$ cat src/ssnf_pkg.sv
package ssnf_pkg;

  localparam int unsigned ValueW    = 51;
  localparam int unsigned BinW      = ValueW - 1;
  localparam int unsigned NumDigits = 16;
  localparam int unsigned BcdW      = 4 * NumDigits;
  localparam int unsigned Steps     = 5;
  localparam int unsigned NumStages = BinW / Steps;
  localparam int unsigned NumOut    = 8;
  localparam int unsigned PosW      = $clog2(NumOut);

  localparam logic [7:0] DashSeg  = 8'h02;
  localparam logic [7:0] PointSeg = 8'h01;

  typedef struct packed {
    logic            cmd;
    logic            neg;
    logic            zero;
    logic [BinW-1:0] bin;
    logic [BcdW-1:0] bcd;
  } work_t;

  function automatic logic [7:0] seg_digit(logic [3:0] dg);
    logic [7:0] s;
    case (dg)
      4'd0:    s = 8'hfc;
      4'd1:    s = 8'h60;
      4'd2:    s = 8'hda;
      4'd3:    s = 8'hf2;
      4'd4:    s = 8'h66;
      4'd5:    s = 8'hb6;
      4'd6:    s = 8'hbe;
      4'd7:    s = 8'he0;
      4'd8:    s = 8'hfe;
      4'd9:    s = 8'hf6;
      default: s = 8'h00;
    endcase
    return s;
  endfunction

  // One shift-and-add-three step of the binary to BCD conversion.
  function automatic work_t dabble_step(work_t w);
    work_t      r;
    logic [3:0] dg;
    r = w;
    for (int d = 0; d < NumDigits; d++) begin
      dg = w.bcd[d*4 +: 4];
      if (dg >= 4'd5) begin
        r.bcd[d*4 +: 4] = dg + 4'd3;
      end
    end
    {r.bcd, r.bin} = {r.bcd, r.bin} << 1;
    return r;
  endfunction

endpackage

$ cat src/ssnf_digit_ser.sv
module ssnf_digit_ser (
  input  logic                      clk_i,
  input  logic                      rst_ni,
  input  logic                      valid_i,
  output logic                      ready_o,
  input  ssnf_pkg::work_t           data_i,
  output logic                      valid_o,
  input  logic                      ready_i,
  output logic [ssnf_pkg::PosW-1:0] digit_pos_o,
  output logic [7:0]                segments_o,
  output logic                      last_o
);

  localparam int unsigned ShownDigits = ssnf_pkg::NumDigits - 1;
  localparam logic [3:0]  UnitsIdx    = 4'd7;
  localparam logic [ssnf_pkg::PosW-1:0] LastPos = ssnf_pkg::PosW'(ssnf_pkg::NumOut - 1);

  logic                             busy_d, busy_q;
  logic [ssnf_pkg::PosW-1:0]        cnt_d, cnt_q;
  logic                             dash_q, point_q;
  logic [3:0]                       top_q, top_d;
  logic [ShownDigits-1:0][3:0]      bcd_q;

  logic                             out_valid_d, out_valid_q;
  logic [ssnf_pkg::PosW-1:0]        pos_q;
  logic [7:0]                       seg_d, seg_q;
  logic                             last_q;

  logic                             adv, load, drop;
  logic [3:0]                       k;

  assign adv     = !out_valid_q || ready_i;
  assign ready_o = !busy_q || (adv && cnt_q == LastPos);
  assign load    = valid_i && ready_o;
  // Drop a decimal value of sixteen digits: nothing is shown for it.
  assign drop    = !data_i.neg && data_i.cmd && (data_i.bcd[ssnf_pkg::BcdW-1 -: 4] != 4'd0);

  always_comb begin
    top_d = UnitsIdx;
    if (data_i.cmd) begin
      for (int i = 8; i < ShownDigits; i++) begin
        if (data_i.bcd[i*4 +: 4] != 4'd0) begin
          top_d = 4'(i);
        end
      end
    end
  end

  assign k = top_q - {1'b0, cnt_q};

  always_comb begin
    if (dash_q) begin
      seg_d = ssnf_pkg::DashSeg;
    end else begin
      seg_d = ssnf_pkg::seg_digit(bcd_q[k]);
      if (point_q && k == UnitsIdx) begin
        seg_d = seg_d | ssnf_pkg::PointSeg;
      end
    end
  end

  always_comb begin
    busy_d      = busy_q;
    cnt_d       = cnt_q;
    out_valid_d = out_valid_q;
    if (adv) begin
      out_valid_d = busy_q;
      if (busy_q) begin
        cnt_d = cnt_q + 1'b1;
        if (cnt_q == LastPos) begin
          busy_d = 1'b0;
        end
      end
    end
    if (load) begin
      busy_d = !drop;
      cnt_d  = '0;
    end
  end

  always_ff @(posedge clk_i or negedge rst_ni) begin
    if (!rst_ni) begin
      busy_q      <= 1'b0;
      cnt_q       <= '0;
      out_valid_q <= 1'b0;
    end else begin
      busy_q      <= busy_d;
      cnt_q       <= cnt_d;
      out_valid_q <= out_valid_d;
    end
  end

  always_ff @(posedge clk_i) begin
    if (load) begin
      dash_q  <= data_i.neg || (data_i.cmd && data_i.zero);
      point_q <= data_i.cmd;
      top_q   <= top_d;
      bcd_q   <= data_i.bcd[4*ShownDigits-1:0];
    end
    if (adv && busy_q) begin
      pos_q  <= cnt_q;
      seg_q  <= seg_d;
      last_q <= (cnt_q == LastPos);
    end
  end

  assign valid_o     = out_valid_q;
  assign digit_pos_o = pos_q;
  assign segments_o  = seg_q;
  assign last_o      = last_q;

endmodule

$ cat config.mk
export PLATFORM = sky130hd
export DESIGN_NAME = ssnf_digit_ser
export DESIGN_NICKNAME = d
export VERILOG_FILES = /design/src/ssnf_pkg.sv /design/src/ssnf_digit_ser.sv
export SDC_FILE = /design/constraint.sdc
export NUM_CORES = 1
export LEC_CHECK = 0
export ABC_AREA = 1
export BUFFER_PORTS_ARGS = -buffer_cell sky130_fd_sc_hd__buf_2
export CORE_MARGIN = 3
export CORE_UTILIZATION = 40
export CTS_BUF_LIST = sky130_fd_sc_hd__clkbuf_2 sky130_fd_sc_hd__clkbuf_4 sky130_fd_sc_hd__clkbuf_8
export DETAILED_ROUTE_END_ITERATION = 8
export PLACE_DENSITY_LB_ADDON = 0.12
export SYNTH_ARGS = -nofsm -noshare
export SYNTH_HDL_FRONTEND = slang
export SYNTH_SLANG_ARGS = --single-unit
$ cat constraint.sdc
create_clock -name clk_i -period 4.1 [get_ports clk_i]
set_input_delay 0.615 -clock clk_i [delete_from_list [all_inputs] [get_ports clk_i]]
set_output_delay 0.615 -clock clk_i [all_outputs]
set_load 0.02 [all_outputs]
==> flow_summary_export.csv <==
group,metric,value,unit
cells_and_area,layoutNonFillerInstCount,585,
setup_path,timing.critical_path.from_type,"register",
die,initial_core_util,0.4140,
cells_and_area,syn_to_final_growth,20.21,%
synthesis,synthCells,360,
setup_path,timing.reg2reg.setup_slack,910,ps
sta,totalNegativeSetupSlack,0,ps
setup_path,required,4200,ps
cells_and_area,drive_above_1_share,0.2588,
clock_tree,cts-htree-levels,3,
routing,routed-via-count,2731,
routing,firstDrtPassIters,4,
clock_tree,path_clk_slew,90,ps
setup_path,cp-endpoint,"segments_o[4]$_SDFFCE_PP0P_",
routing,mean_routed_wirelength_per_cell,13.61,µm
sta,tightestPinTransition,982.5,ps
synthesis,synth.avg_cell_area,10.68,µm²
routing,drc,0,
clock_tree,clock_tree.buffer_depth,2,
sta,report.final.hold_viol_count,0,
cells_and_area,final.fill_count,917,
synthesis,ys_top_cells_by_area,"sky130_fd_sc_hd__edfxtp_1 61%, sky130_fd_sc_hd__nand2_1 10%, sky130_fd_sc_hd__nand3_1 4.2%",
setup_path,worst_path_max_delay_cell,"sky130_fd_sc_hd__dfrtp_1",
synthesis,synth.distinct_cells,31,
setup_path,chain_of_cells_forming_the_critical_path,"ha_1 > fa_1 > buf_4 > nor2_2 > nand2_1 > nand3_1 > nand2_1 > nand2_1 > nand2_1 > nand2_1 > inv_1 > ha_1 > nand3_1 > nand2_1 > nand2_1 > a21oi_1",
cells_and_area,antenna_cells_inserted,0,
cells_and_area,sequential_cell_area,2467,µm²
clock_tree,latest_clock_arrival_within_the_worst_skew_pair,340,ps
global_route,grt-ovfl-total,0,
power_and_ir_drop,power.combinational.fraction,0.501,
power_and_ir_drop,share_seq_of_total_power,0.331,
die,chipHeight,104.0,µm
sta,final-max-slew-violation-count,0,
routing,met2_length,3.886,mm
synthesis,netlist.area_leader.share,0.6094,
sta,slew_headroom,0.3426,
sta,final_period_minus_worst_setup_slack,3191,ps
job,maxCapViolCount,0,
hold_path,timing.hold.worst.class,"primary input to async pin",
clock_tree,cts_post_setup_buffers_inserted,0,
setup_path,critical_path_class,"register to register",
die,die_width,104.0,µm
clock_tree,cts_made_buffers,9,
setup_path,critPathLaunch,"cnt_q[0]$_DFFE_PN0P_",
clock_tree,ctsResizeCount,0,
global_route,grt_start_max_net_pins,68,
die,design.die.area,10820,µm²
cells_and_area,finalNetCount,584,
power_and_ir_drop,power_density,748.4,nW/µm²
setup_path,r2r-end,"segments_o[4]$_SDFFCE_PP0P_",
synthesis,synth_fp_nets,493,
power_and_ir_drop,leakagePower,1.996,nW
placed_design,routabilityCongestion,0.7777,
clock_tree,clock_tree.root_cell,"sky130_fd_sc_hd__clkbuf_8",
setup_path,crit_top_cell,"sky130_fd_sc_hd__nand2_1",
clock_tree,cts-hold-fix-buffers,0,
setup_path,critical_path.reg2reg.startpoint,"cnt_q[0]$_DFFE_PN0P_",
synthesis,yosys_register_bits,83,
sta,max_clock_freq,313.4,MHz
power_and_ir_drop,switching_share,0.4370,
cells_and_area,multi_input_combinational_cell_area,1186,µm²
clock_tree,tritoncts_num_sinks,83,
power_and_ir_drop,p_int,1.947,mW
sta,finalSetupViolCount,0,
power_and_ir_drop,power_switching,1.511,mW
die,io_pins,135,
setup_path,number_of_cell_instances_on_the_worst_register_to_register_path,16,
routing,drt-total-wl,7.961,mm
die,num_rows,35,
sta,timing.final.crit_share,0.7784,
sta,rsz0062_at_grt,"no",
routing,top_layer_used,"met4",
sta,hold-worst-slack,68.83,ps
synthesis,synth.yosys.warnings,0,
routing,final_antenna_net_count,0,
routing,first_iter_violations,107,
placed_design,dp.final_hpwl,5.725,mm
synthesis,post_synth_instance_area,3844,µm²
placed_design,placedCellCount,569,
global_route,globalRouteTotalUtil,0.1563,
routing,routed_via_density,4.668,
setup_path,end_kind,"register",
placed_design,buffer_ports.inserted,84,
power_and_ir_drop,power.clock.fraction,0.168,
sta,fin_worst_skew,8.919,ps
setup_path,endpoint_arrival_time_on_the_critical_path,3290,ps
power_and_ir_drop,ir_worst_vdd,0.2781,mV
synthesis,ys_seq_area_frac,0.6419,
setup_path,crit_path_max_fanout,11,
global_route,number_of_antenna_violations_at_the_first_check_in_global_routing,0,
global_route,number_of_global_route_vias_before_repair,2788,
clock_tree,cts_tree,"built",
setup_path,critical-path-max-stage-delay,450,ps
status,run_status,"complete, no violations",
die,placeableCoreArea,9284,µm²
global_route,global_route_wire_length_before_repair,13.49,mm
routing,met1_length,3.693,mm
routing,detailroute.wirelength.met3,360,µm
synthesis,synthDominantAreaCellType,"sky130_fd_sc_hd__edfxtp_1",
worst min path at each step:
stage | to | slack [ps] | cells after the start
5_1_grt | valid_o$_DFFE_PN0P_ | 70 | 1
4_1_cts | valid_o$_DFFE_PN0P_ | 60 | 1
3_3_place_gp | valid_o$_DFFE_PN0P_ | 440 | 1
2_1_floorplan | busy_q$_DFFE_PN0P_ | 320 | 0
6_report | valid_o$_DFFE_PN0P_ | 70 | 1
3_5_place_dp | valid_o$_DFFE_PN0P_ | 440 | 1
per-stage QoR:
step                cell area [µm²]  total power, mW    util  setup slack, ps
finish                         4621            3.458  0.4977            908.7
global route                   4621            3.799  0.4977            625.2
CTS                            4621            3.511  0.4977            878.0
detailed placement             4431            2.925  0.4772            886.1
global placement               4431            2.906  0.4772            896.2
floorplan                      3846            2.474       -             1080
synthesized netlist by cell type:
cell and instances:
sky130_fd_sc_hd__mux2i_1 1, sky130_fd_sc_hd__nand2_2 7, sky130_fd_sc_hd__a21o_1 1, sky130_fd_sc_hd__inv_1 39, sky130_fd_sc_hd__nor3_1 3, sky130_fd_sc_hd__o211ai_1 4, sky130_fd_sc_hd__a21oi_2 1, sky130_fd_sc_hd__nand2_4 1
sky130_fd_sc_hd__buf_2 6, sky130_fd_sc_hd__inv_2 2, sky130_fd_sc_hd__inv_4 1, sky130_fd_sc_hd__nor2_2 2, sky130_fd_sc_hd__nor2_1 21, sky130_fd_sc_hd__and2_1 2, sky130_fd_sc_hd__dfrtp_1 5, sky130_fd_sc_hd__nand3_4 1
sky130_fd_sc_hd__a21boi_0 1, sky130_fd_sc_hd__nand2_1 105, sky130_fd_sc_hd__nand4_1 1, sky130_fd_sc_hd__buf_4 1, sky130_fd_sc_hd__edfxtp_1 78, sky130_fd_sc_hd__a31oi_1 1, sky130_fd_sc_hd__nand3_1 32, sky130_fd_sc_hd__o21bai_1 1
sky130_fd_sc_hd__fa_1 1, sky130_fd_sc_hd__ha_1 11, sky130_fd_sc_hd__xor2_4 1, sky130_fd_sc_hd__nand3_2 1, sky130_fd_sc_hd__o21ai_0 15, sky130_fd_sc_hd__nor4_1 7, sky130_fd_sc_hd__a21oi_1 7
registers in the layout, indices dropped and copies added, names as in the netlist:
name	count
last_o	1
bcd_q	60
dash_q	1
cnt_q	3
digit_pos_o	3
valid_o	1
top_q	4
segments_o	8
busy_q	1
point_q	1
area by class of cell:
cell class / instances / area share
Sequential cell: 83 / 0.5340
Clock buffer: 9 / 0.02681
Multi-Input combinational cell: 228 / 0.2567
Inverter: 42 / 0.03466
Timing Repair Buffer: 87 / 0.09856
Clock inverter: 7 / 0.01435
Tap cell: 129 / 0.03493
worst max-delay path, delay by kind of cell (launching register included):
family	cells	cell delay (ps)
fa+ha+maj	3	1010
buf+inv	2	300
compound gates	1	60
simple gates	10	1130
flops	1	450
cell families (layout without fill, tap and decap cells):
logic type | count (synthesis) | after routing | synth area share
compound gates | 31 | 31 | 0.04623
xor+xnor | 1 | 1 | 0.007162
fa+ha+maj | 12 | 12 | 0.04102
buf+inv | 49 | 145 | 0.05143
flops | 83 | 83 | 0.6419
mux | 1 | 1 | 0.002604
simple gates | 183 | 183 | 0.2096
layout by cell type, fill, tap and decap left out:
cell | Yosys | routed
sky130_fd_sc_hd__nor4_1 | 7 | 7
sky130_fd_sc_hd__a21oi_1 | 7 | 7
sky130_fd_sc_hd__buf_4 | 1 | 2
sky130_fd_sc_hd__nor3_1 | 3 | 3
sky130_fd_sc_hd__nand4_1 | 1 | 1
sky130_fd_sc_hd__clkbuf_8 | 0 | 9
sky130_fd_sc_hd__and2_1 | 2 | 2
sky130_fd_sc_hd__nand2_2 | 7 | 7
sky130_fd_sc_hd__xor2_4 | 1 | 1
sky130_fd_sc_hd__edfxtp_1 | 78 | 78
sky130_fd_sc_hd__nor2_2 | 2 | 2
sky130_fd_sc_hd__inv_4 | 1 | 1
sky130_fd_sc_hd__o21bai_1 | 1 | 1
sky130_fd_sc_hd__a21boi_0 | 1 | 1
sky130_fd_sc_hd__ha_1 | 11 | 11
sky130_fd_sc_hd__buf_12 | 0 | 1
sky130_fd_sc_hd__nand3_1 | 32 | 32
sky130_fd_sc_hd__nor2_1 | 21 | 20
sky130_fd_sc_hd__dfrtp_1 | 5 | 5
sky130_fd_sc_hd__bufinv_16 | 0 | 1
sky130_fd_sc_hd__o21ai_0 | 15 | 15
sky130_fd_sc_hd__nor2_4 | 0 | 1
sky130_fd_sc_hd__a31oi_1 | 1 | 1
sky130_fd_sc_hd__o211ai_1 | 4 | 4
sky130_fd_sc_hd__inv_2 | 2 | 2
sky130_fd_sc_hd__inv_1 | 39 | 39
sky130_fd_sc_hd__fa_1 | 1 | 1
sky130_fd_sc_hd__nand3_4 | 1 | 1
sky130_fd_sc_hd__a21o_1 | 1 | 1
sky130_fd_sc_hd__a21oi_2 | 1 | 1
sky130_fd_sc_hd__inv_6 | 0 | 2
sky130_fd_sc_hd__nand2_4 | 1 | 1
sky130_fd_sc_hd__clkinv_1 | 0 | 3
sky130_fd_sc_hd__mux2i_1 | 1 | 1
sky130_fd_sc_hd__nand3_2 | 1 | 1
sky130_fd_sc_hd__nand2_1 | 105 | 105
sky130_fd_sc_hd__buf_2 | 6 | 84
sky130_fd_sc_hd__clkinvlp_4 | 0 | 1
layer usage:
layer	global-route usage	vias up
met3	0.03104	4
met1	0.2053	1259
met5	0	-
met4	0.04274	0
met2	0.2646	67
li1	-	1401
power groups by stage:
stage	combinational (mW)	clock [mW]	sequential (mW)
finish	1.73	0.581	1.15
global route	2.00	0.636	1.16
CTS	1.77	0.598	1.15
detailed placement	1.76	0	1.17
global placement	1.74	0	1.16
floorplan	1.24	0	1.23
(Power assumes the default switching activity.)
