[src/ssnf_pkg.sv]
package ssnf_pkg;

  localparam int unsigned ValueW    = 51;
  localparam int unsigned BinW      = ValueW - 1;
  localparam int unsigned NumDigits = 16;
  localparam int unsigned BcdW      = 4 * NumDigits;
  localparam int unsigned Steps     = 5;
  localparam int unsigned NumStages = BinW / Steps;
  localparam int unsigned NumOut    = 8;
  localparam int unsigned PosW      = $clog2(NumOut);

  localparam logic [7:0] DashSeg  = 8'h02;
  localparam logic [7:0] PointSeg = 8'h01;

  typedef struct packed {
    logic            cmd;
    logic            neg;
    logic            zero;
    logic [BinW-1:0] bin;
    logic [BcdW-1:0] bcd;
  } work_t;

  function automatic logic [7:0] seg_digit(logic [3:0] dg);
    logic [7:0] s;
    case (dg)
      4'd0:    s = 8'hfc;
      4'd1:    s = 8'h60;
      4'd2:    s = 8'hda;
      4'd3:    s = 8'hf2;
      4'd4:    s = 8'h66;
      4'd5:    s = 8'hb6;
      4'd6:    s = 8'hbe;
      4'd7:    s = 8'he0;
      4'd8:    s = 8'hfe;
      4'd9:    s = 8'hf6;
      default: s = 8'h00;
    endcase
    return s;
  endfunction

  // One shift-and-add-three step of the binary to BCD conversion.
  function automatic work_t dabble_step(work_t w);
    work_t      r;
    logic [3:0] dg;
    r = w;
    for (int d = 0; d < NumDigits; d++) begin
      dg = w.bcd[d*4 +: 4];
      if (dg >= 4'd5) begin
        r.bcd[d*4 +: 4] = dg + 4'd3;
      end
    end
    {r.bcd, r.bin} = {r.bcd, r.bin} << 1;
    return r;
  endfunction

endpackage

[src/ssnf_dabble_stage.sv]
module ssnf_dabble_stage (
  input  logic            clk_i,
  input  logic            rst_ni,
  input  logic            valid_i,
  output logic            ready_o,
  input  ssnf_pkg::work_t data_i,
  output logic            valid_o,
  input  logic            ready_i,
  output ssnf_pkg::work_t data_o
);

  logic            valid_q;
  ssnf_pkg::work_t data_d, data_q;

  // Advance when the stage is empty or its contents move on.
  assign ready_o = !valid_q || ready_i;

  always_comb begin
    data_d = data_i;
    for (int s = 0; s < ssnf_pkg::Steps; s++) begin
      data_d = ssnf_pkg::dabble_step(data_d);
    end
  end

  always_ff @(posedge clk_i or negedge rst_ni) begin
    if (!rst_ni) begin
      valid_q <= 1'b0;
    end else if (ready_o) begin
      valid_q <= valid_i;
    end
  end

  always_ff @(posedge clk_i) begin
    if (ready_o && valid_i) begin
      data_q <= data_d;
    end
  end

  assign valid_o = valid_q;
  assign data_o  = data_q;

endmodule

[config.mk]
export PLATFORM = sky130hd
export DESIGN_NAME = ssnf_dabble_stage
export DESIGN_NICKNAME = d
export VERILOG_FILES = /design/src/ssnf_pkg.sv /design/src/ssnf_dabble_stage.sv
export SDC_FILE = /design/constraint.sdc
export NUM_CORES = 1
export LEC_CHECK = 0
export BUFFER_PORTS_ARGS = -buffer_cell sky130_fd_sc_hd__buf_2
export CAP_MARGIN = 5
export CORE_ASPECT_RATIO = 2
export CORE_MARGIN = 4
export CORE_UTILIZATION = 25
export DETAILED_ROUTE_END_ITERATION = 12
export HOLD_SLACK_MARGIN = 0.02
export SLEW_MARGIN = 20
export SYNTH_ARGS = -nofsm -noshare
export SYNTH_HDL_FRONTEND = slang
export SYNTH_SLANG_ARGS = --single-unit
[constraint.sdc]
create_clock -name clk_i -period 4.6 [get_ports clk_i]
set_input_delay 0.69 -clock clk_i [delete_from_list [all_inputs] [get_ports clk_i]]
set_output_delay 0.69 -clock clk_i [all_outputs]
set_load 0.02 [all_outputs]
==> results.sh, run 1 <==
export IMPL_routed_wl_mm=38.30
export IMPL_finalClockSkew_ns=0.008494
export IMPL_netlist_instances=1542
export IMPL_fin_crit_sh_pct=95.25
export IMPL_relSlewSlack_pct=48.60
export IMPL_nets=2090
export IMPL_rsz0062_at_grt="yes"
export IMPL_crit_type="input pin to flip-flop"
export IMPL_cp_required_ns=4.86
export IMPL_viasPerCell=5.157
export IMPL_cp_start_kind="input pin"
export IMPL_ys_seq_area_share_pct=25.93
export IMPL_die_area_mm2=0.05622
export IMPL_synth_avg_cell_area_um2=8.475
export IMPL_hold_viol=0
export IMPL_fin_tns_setup_ns=0
export IMPL_fp_dieW_um=169.7
export IMPL_r2r_setup_slack_ns=2.90
export IMPL_period_needed_ns=4.382
export IMPL_core_mm2=0.05182
export IMPL_power_density_mw_per_mm2=445.7
export IMPL_fp_row_count=118
export IMPL_num_vias=13290
export IMPL_clkTransAtPathRegs_ns=0.06
export IMPL_clock_sinks=113
export IMPL_async_flop_share_pct=0.8850
export IMPL_io_buffers=234
export IMPL_post_route_drc_count=0
export IMPL_drtIter0Drc=637
export IMPL_regArea_mm2=0.003388
export IMPL_synth_seq_cells=113
export IMPL_vdd_drop_max_mv=0.2276
export IMPL_grt_overflow=0
export IMPL_fmax_mhz=228.2
export IMPL_leakage_nw=6.916
export IMPL_drive_gt1_share_pct=29.07
export IMPL_outcome="finished clean"
export IMPL_post_cts_buffers=0
export IMPL_hold_class="input pin to flip-flop"
export IMPL_routabilityCongestion=0.8470
export IMPL_clockBufferDepth=2
export IMPL_wl_per_cell_um=14.86
export IMPL_synth_cell_types=121
export IMPL_grt_start_max_net_pins=81
export IMPL_grt_pass1_vias=13260
export IMPL_maxCapViolations=0
export IMPL_dr_pass1_iters=5
export IMPL_drv_slew=0
export IMPL_ant_nets=0
export IMPL_multi_input_area_mm2=0.009173
export IMPL_worstPathArrival_ns=4.64
export IMPL_hold_depth=1
export IMPL_die_y_um=331.3
export IMPL_cts_buffers_inserted=17
export IMPL_insertion_delay_ns=0.43
export IMPL_critPathCaptureType="flip-flop"
export IMPL_grt_pass1_wl_mm=61.59
export IMPL_rr_worst_depth=3
export IMPL_syn_to_final_growth_pct=26.86
export IMPL_synth_flop_cell="edfxtp_1"
export IMPL_worstReg2RegStart="valid_o$_DFFE_PN0N_"
export IMPL_ioPinCount=240
export IMPL_gr_usage_all_layers_pct=13.07
export IMPL_syn_cell_area_mm2=0.01307
export IMPL_initial_utilization_pct=25.22
export IMPL_setup_viol_count_final=0
export IMPL_cts_max_level=4
export IMPL_final_util_pct=31.99
export IMPL_worst_slew_pin_transition_ns=0.7710
export IMPL_yosysWarningCount=0
export IMPL_cts_root_buffer_cell="clkbuf_16"
export IMPL_endpoint="data_o[15]$_DFFE_PP_"
export IMPL_antenna_found_initial=5
export IMPL_fill_cells=5401
export IMPL_synth_edff_count=112
export IMPL_dpl_hpwl_mm=31.13
export IMPL_cp_startpoint="data_i[13]"
export IMPL_rr_endpoint="data_o[80]$_DFFE_PP_"
export IMPL_crit_fanout=4
export IMPL_tritoncts="done"
-- worst min path at each step --
stage / start / endpoint / slack, ns
final: data_i[106] / data_o[111]$_DFFE_PP_ / 0.43
after global routing: data_i[96] / data_o[101]$_DFFE_PP_ / 0.40
after CTS: data_i[96] / data_o[101]$_DFFE_PP_ / 0.39
after detailed placement: rst_ni / valid_o$_DFFE_PN0N_ / 0.47
after global placement: rst_ni / valid_o$_DFFE_PN0N_ / 0.47
after floorplan: rst_ni / valid_o$_DFFE_PN0N_ / 0.39
-- power by group --
group	total [W]	leakage, nW	internal [W]	switching, W
combinational	0.00453	5.57	0.00192	0.00261
clock	0.00126	0.253	0.000738	0.000523
sequential	0.00160	1.09	0.00152	0.0000804
total	0.00739	6.92	0.00418	0.00321
-- area by class of cell --
class	instances	area share (%)
Timing Repair Buffer	382	13.90
Sequential cell	113	20.44
Antenna cell	1	0.01509
Multi-Input combinational cell	1300	55.32
Clock inverter	13	0.7018
Inverter	90	2.053
Tap cell	660	4.981
Clock buffer	18	2.588
-- state kept, by name (all words and copies together) (netlist names) --
signal / flops
valid_o: 1
data_o: 112
-- metrics by stage --
| stage | total power (W) | cells | setup slack [ns] | cell area, um2 | hold WS, ns |
|---|---|---|---|---|---|
| 6_report | 0.007390 | 2577 | 0.2184 | 16580 | 0.4340 |
| 3_5_place_dp | 0.006133 | 2543 | -0.2921 | 15970 | 0.4665 |
| 2_1_floorplan | 0.004806 | 1546 | 0.01666 | 13080 | 0.3944 |
| 5_1_grt | 0.008006 | 2576 | -0.002478 | 16580 | 0.3960 |
| 4_1_cts | 0.007470 | 2575 | 0.1636 | 16530 | 0.3864 |
| 3_3_place_gp | 0.005992 | 2543 | -0.2075 | 15970 | 0.4666 |
-- logic make-up (layout without fill, tap and decap cells) --
group           Yosys count  after routing  synth area share [%]
fa+ha+maj                77             77                 7.142
other cells               1              6               0.02869
xor+xnor                 52             52                 4.146
mux                      79             79                 6.443
buf+inv                 133            503                 4.184
flops                   113            113                 25.93
simple gates            507            507                 19.82
compound gates          580            580                 32.31
-- cell usage after synthesis, types with 7 or more instances --
library cell / number / share of area (%)
a22oi_1: 10 / 0.57
and3_1: 13 / 0.62
edfxtp_1: 112 / 26
o21ai_0: 87 / 3.3
a2bb2oi_1: 11 / 0.74
a31oi_1: 25 / 1.2
inv_1: 79 / 2.3
ha_1: 65 / 6.2
nand2b_1: 47 / 2.2
o31ai_1: 7 / 0.40
a221oi_1: 8 / 0.54
o2bb2ai_1: 7 / 0.47
mux2i_1: 50 / 3.8
and2_1: 28 / 1.3
maj3_1: 12 / 0.92
a21oi_1: 114 / 4.4
buf_2: 12 / 0.46
a22o_1: 8 / 0.54
o21ai_1: 20 / 0.77
o221ai_1: 7 / 0.47
a211o_1: 16 / 1.1
a21oi_2: 12 / 0.80
or3_1: 12 / 0.57
o211a_1: 9 / 0.69
a21o_1: 17 / 0.98
a31o_2: 15 / 1.0
nor2_1: 127 / 3.6
nor2b_1: 21 / 1.0
or2_1: 10 / 0.48
nor3b_1: 15 / 0.86
o22ai_1: 26 / 1.2
or2_2: 12 / 0.57
o21a_1: 26 / 1.5
nand3_1: 36 / 1.4
mux2_2: 25 / 2.2
clkbuf_1: 21 / 0.60
a211oi_1: 27 / 1.6
o21bai_1: 11 / 0.63
nor3_1: 50 / 1.9
xnor2_1: 28 / 1.9
nand2_1: 102 / 2.9
o31a_1: 7 / 0.47
o211ai_1: 23 / 1.3
xor2_1: 17 / 1.1
inv_2: 8 / 0.23
-- placed cells by master (no fill, tap or decap), types with 47 or more instances in the layout --
cell and n:
a21oi_1 114, nand2b_1 47, mux2i_1 50, o21ai_0 86
buf_2 234, nand2_1 102, ha_1 64, edfxtp_1 112
buf_4 146, nor2_1 127, inv_1 79, nor3_1 50
-- metal layers --
metal	up-vias	track usage, %	wire length, um
met5	-	0	27
met2	386	25.45	20470
met1	6213	13.33	14450
li1	6619	-	-
met4	4	4.920	1100
met3	68	2.646	2253
-- repair_timing --
action	in CTS	in global routing
hold buffers	1	0
endpoints found under the hold margin	1	0
resized for setup	0	5
endpoints found under the setup margin	0	6
-- critical path, stage by stage --
cell     delay (ns)
buf_2          0.10
inv_1          0.10
ha_1           0.21
nor2b_1        0.21
o21ai_0        0.18
nor2_1         0.24
inv_1          0.10
ha_1           0.32
inv_1          0.09
a21oi_1        0.07
o31ai_1        0.43
mux2i_1        0.19
ha_1           0.25
maj3_1         0.35
a211o_1        0.30
mux2i_1        0.25
o31ai_2        0.17
or2_2          0.31
o21ai_0        0.09
Power figures use the tool's default switching activity.
==> inputs of run 2 (changes only) <==
--- a/config.mk
+++ b/config.mk
@@ -5,13 +5,15 @@
 export SDC_FILE = /design/constraint.sdc
 export NUM_CORES = 1
 export LEC_CHECK = 0
+export ABC_AREA = 1
 export BUFFER_PORTS_ARGS = -buffer_cell sky130_fd_sc_hd__buf_2
 export CAP_MARGIN = 5
 export CORE_ASPECT_RATIO = 2
 export CORE_MARGIN = 4
-export CORE_UTILIZATION = 25
+export CORE_UTILIZATION = 57
 export DETAILED_ROUTE_END_ITERATION = 12
 export HOLD_SLACK_MARGIN = 0.02
+export PLACE_DENSITY = 0.83
 export SLEW_MARGIN = 20
 export SYNTH_ARGS = -nofsm -noshare
 export SYNTH_HDL_FRONTEND = slang
==> run 2 against run 1 <==
Compared with the run above: critical endpoint is now data_o[61]$_DFFE_PP_; worst setup slack got worse by 0.13 ns; global-route usage increased by 12 points; area after synthesis decreased by 13%; clock skew about the same; clock power increased by 8%; critical path type unchanged; design area decreased by 18%; worst hold slack got worse by 0.39 ns.
==> results.sh, run 2 <==
export IMPL_rr_endpoint="data_o[112]$_DFFE_PP_"
export IMPL_clock_sinks=113
export IMPL_r2r_setup_slack_ns=3.04
export IMPL_leakage_nw=7.955
export IMPL_core_mm2=0.01946
export IMPL_clkTransAtPathRegs_ns=0.05
export IMPL_cp_required_ns=4.77
export IMPL_rr_worst_depth=2
export IMPL_final_common_cell="nand2_1"
export IMPL_synthTopCellsByArea="edfxtp_1, nand2_1, inv_1"
export IMPL_hold_viol=0
export IMPL_holdBufCountCts=0
export IMPL_fill_cells=1670
export IMPL_fp_dieW_um=107.9
export IMPL_synth_most_common_cell="nand2_1"
export IMPL_dr_pass1_iters=6
export IMPL_setup_viol_count_final=0
export IMPL_outcome="finished clean"
export IMPL_worstReg2RegStart="valid_o$_DFFE_PN0N_"
export IMPL_crit_type="input pin to flip-flop"
export IMPL_vdd_drop_max_mv=0.3476
export IMPL_grt_pass1_wl_mm=46.07
export IMPL_grt_pass1_vias=11180
export IMPL_fmax_mhz=221.8
export IMPL_grt_start_max_net_pins=113
export IMPL_largest_reg_flops=112
export IMPL_synth_avg_cell_area_um2=6.495
export IMPL_cpPeakStageDelay_ns=0.27
export IMPL_drive_gt1_share_pct=21.09
export IMPL_yosys_area_top_type="edfxtp_1"
export IMPL_die_y_um=207.8
export IMPL_post_route_drc_count=0
export IMPL_drv_slew=0
export IMPL_critPathCaptureType="flip-flop"
export IMPL_routed_wl_mm=29.09
export IMPL_cts_buffers_inserted=17
export IMPL_post_place_ws_ns=-0.1084
export IMPL_async_flop_share_pct=0.8850
export IMPL_syn_to_final_growth_pct=19.13
export IMPL_fp_row_count=72
export IMPL_path_buf_inv=9
export IMPL_worstPathArrival_ns=4.68
export IMPL_worst_slew_pin_transition_ns=0.6132
export IMPL_synth_flop_cell="edfxtp_1"
export IMPL_multi_input_area_mm2=0.006849
export IMPL_finalClockSkew_ns=0.008827
export IMPL_synth_cell_types=32
export IMPL_antenna_found_initial=10
export IMPL_netlist_instances=1751
export IMPL_worst_path_max_delay_cell="or2_2"
export IMPL_syn_cell_area_mm2=0.01137
export IMPL_cpLargestDelayFamily="simple AND/OR/NAND/NOR gates"
export IMPL_clockBufferDepth=2
export IMPL_ioPinCount=240
export IMPL_dpl_hpwl_mm=23.04
export IMPL_maxCapViolations=0
export IMPL_io_buffers=234
export IMPL_cts_max_level=4
export IMPL_cp_start_kind="input pin"
export IMPL_insertion_delay_ns=0.42
export IMPL_grt_overflow=0
export IMPL_drtIter0Drc=532
export IMPL_mostFrequentLayoutCells="nand2_1, inv_1, buf_2, nand3_1, edfxtp_1"
export IMPL_setup_ws_ns=0.09195
export IMPL_synth_common_cells="nand2_1, inv_1, nand3_1"
export IMPL_synth_seq_cells=113
export IMPL_yosysTopAreaCellShare_pct=29.57
export IMPL_ant_nets=0
export IMPL_power_density_mw_per_mm2=562.2
export IMPL_initial_utilization_pct=58.45
export IMPL_crit_fanout=4
export IMPL_path_common_cell="nand2_1"
export IMPL_viasPerCell=5.222
export IMPL_ys_seq_area_share_pct=29.79
export IMPL_routabilityCongestion=0.8840
export IMPL_period_needed_ns=4.508
export IMPL_final_cells=2282
export IMPL_cts_root_buffer_cell="clkbuf_16"
export IMPL_gr_usage_all_layers_pct=24.71
export IMPL_num_vias=11920
export IMPL_fin_crit_sh_pct=98.00
export IMPL_synth_edff_count=112
export IMPL_tritoncts="done"
export IMPL_regArea_mm2=0.003388
export IMPL_placed_cells=2247
export IMPL_hold_class="input pin to async pin"
export IMPL_die_area_mm2=0.02241
export IMPL_yosysWarningCount=0
export IMPL_wl_per_cell_um=12.75
export IMPL_nets=2194
export IMPL_relSlewSlack_pct=58.69
-- run 2: per-stage QoR --
step	utilization, %	total power (W)	TNS [ns]	hold WS [ns]	area, um2
6_report	69.63	0.007618	0	0.04581	13550
2_1_floorplan	-	0.005205	0	0.3944	11390
5_1_grt	69.63	0.008329	-0.2960	0.03889	13550
4_1_cts	69.37	0.007598	0	0.03501	13500
3_5_place_dp	66.29	0.006200	-0.2164	0.4684	12900
3_3_place_gp	66.29	0.006041	0	0.4649	12900
-- run 2: cell type report --
cell class | instances | share of cell area [%]
flip-flops and latches | 113 | 25.01
repair buffers | 239 | 9.013
diodes | 3 | 0.05541
multi-input cells | 1328 | 50.55
clock buffers | 19 | 3.195
well taps | 259 | 2.392
inverters | 309 | 8.560
clock inverters | 12 | 1.228
-- run 2: where the power goes --
part,total [W],leakage (nW),switching [W],internal (W)
sequential,0.00175,1.09,0.000103,0.00165
combinational,0.00451,6.58,0.00305,0.00146
clock,0.00136,0.288,0.000460,0.000895
-- run 2: kinds of logic after synthesis --
logic type,after synthesis,synth area share (%)
AO/OA/AOI/OAI,85,4.720
XOR/XNOR,14,1.144
adder cells (fa/ha/maj),65,7.151
buffers and inverters,314,10.53
flip-flops,113,29.79
other,1,0.03297
AND/OR/NAND/NOR,1159,46.63
-- run 2: worst max path at each step --
stage                     from                    to  slack [ns]  depth (start not counted)
floorplan              ready_i   data_o[0]$_DFFE_PP_        0.15                          2
global placement    data_i[56]  data_o[62]$_DFFE_PP_        0.12                         36
detailed placement  data_i[56]  data_o[62]$_DFFE_PP_       -0.11                         36
CTS                 data_i[56]  data_o[62]$_DFFE_PP_        0.23                         36
global route        data_i[61]  data_o[61]$_DFFE_PP_       -0.15                         36
finish              data_i[61]  data_o[61]$_DFFE_PP_        0.09                         36
-- run 2: layer usage --
metal	track usage [%]	up-vias	wire, um
li1	-	6142	-
met1	22.48	5280	10090
met2	47.57	373	15340
met3	7.314	108	2288
met4	12.29	14	1306
met5	0	-	65
-- run 2: timing repair --
action / 4_1_cts / 5_1_grt
endpoints found under the setup margin: 0 / 2
resized for setup: 0 / 10
buffers inserted: 0 / 1
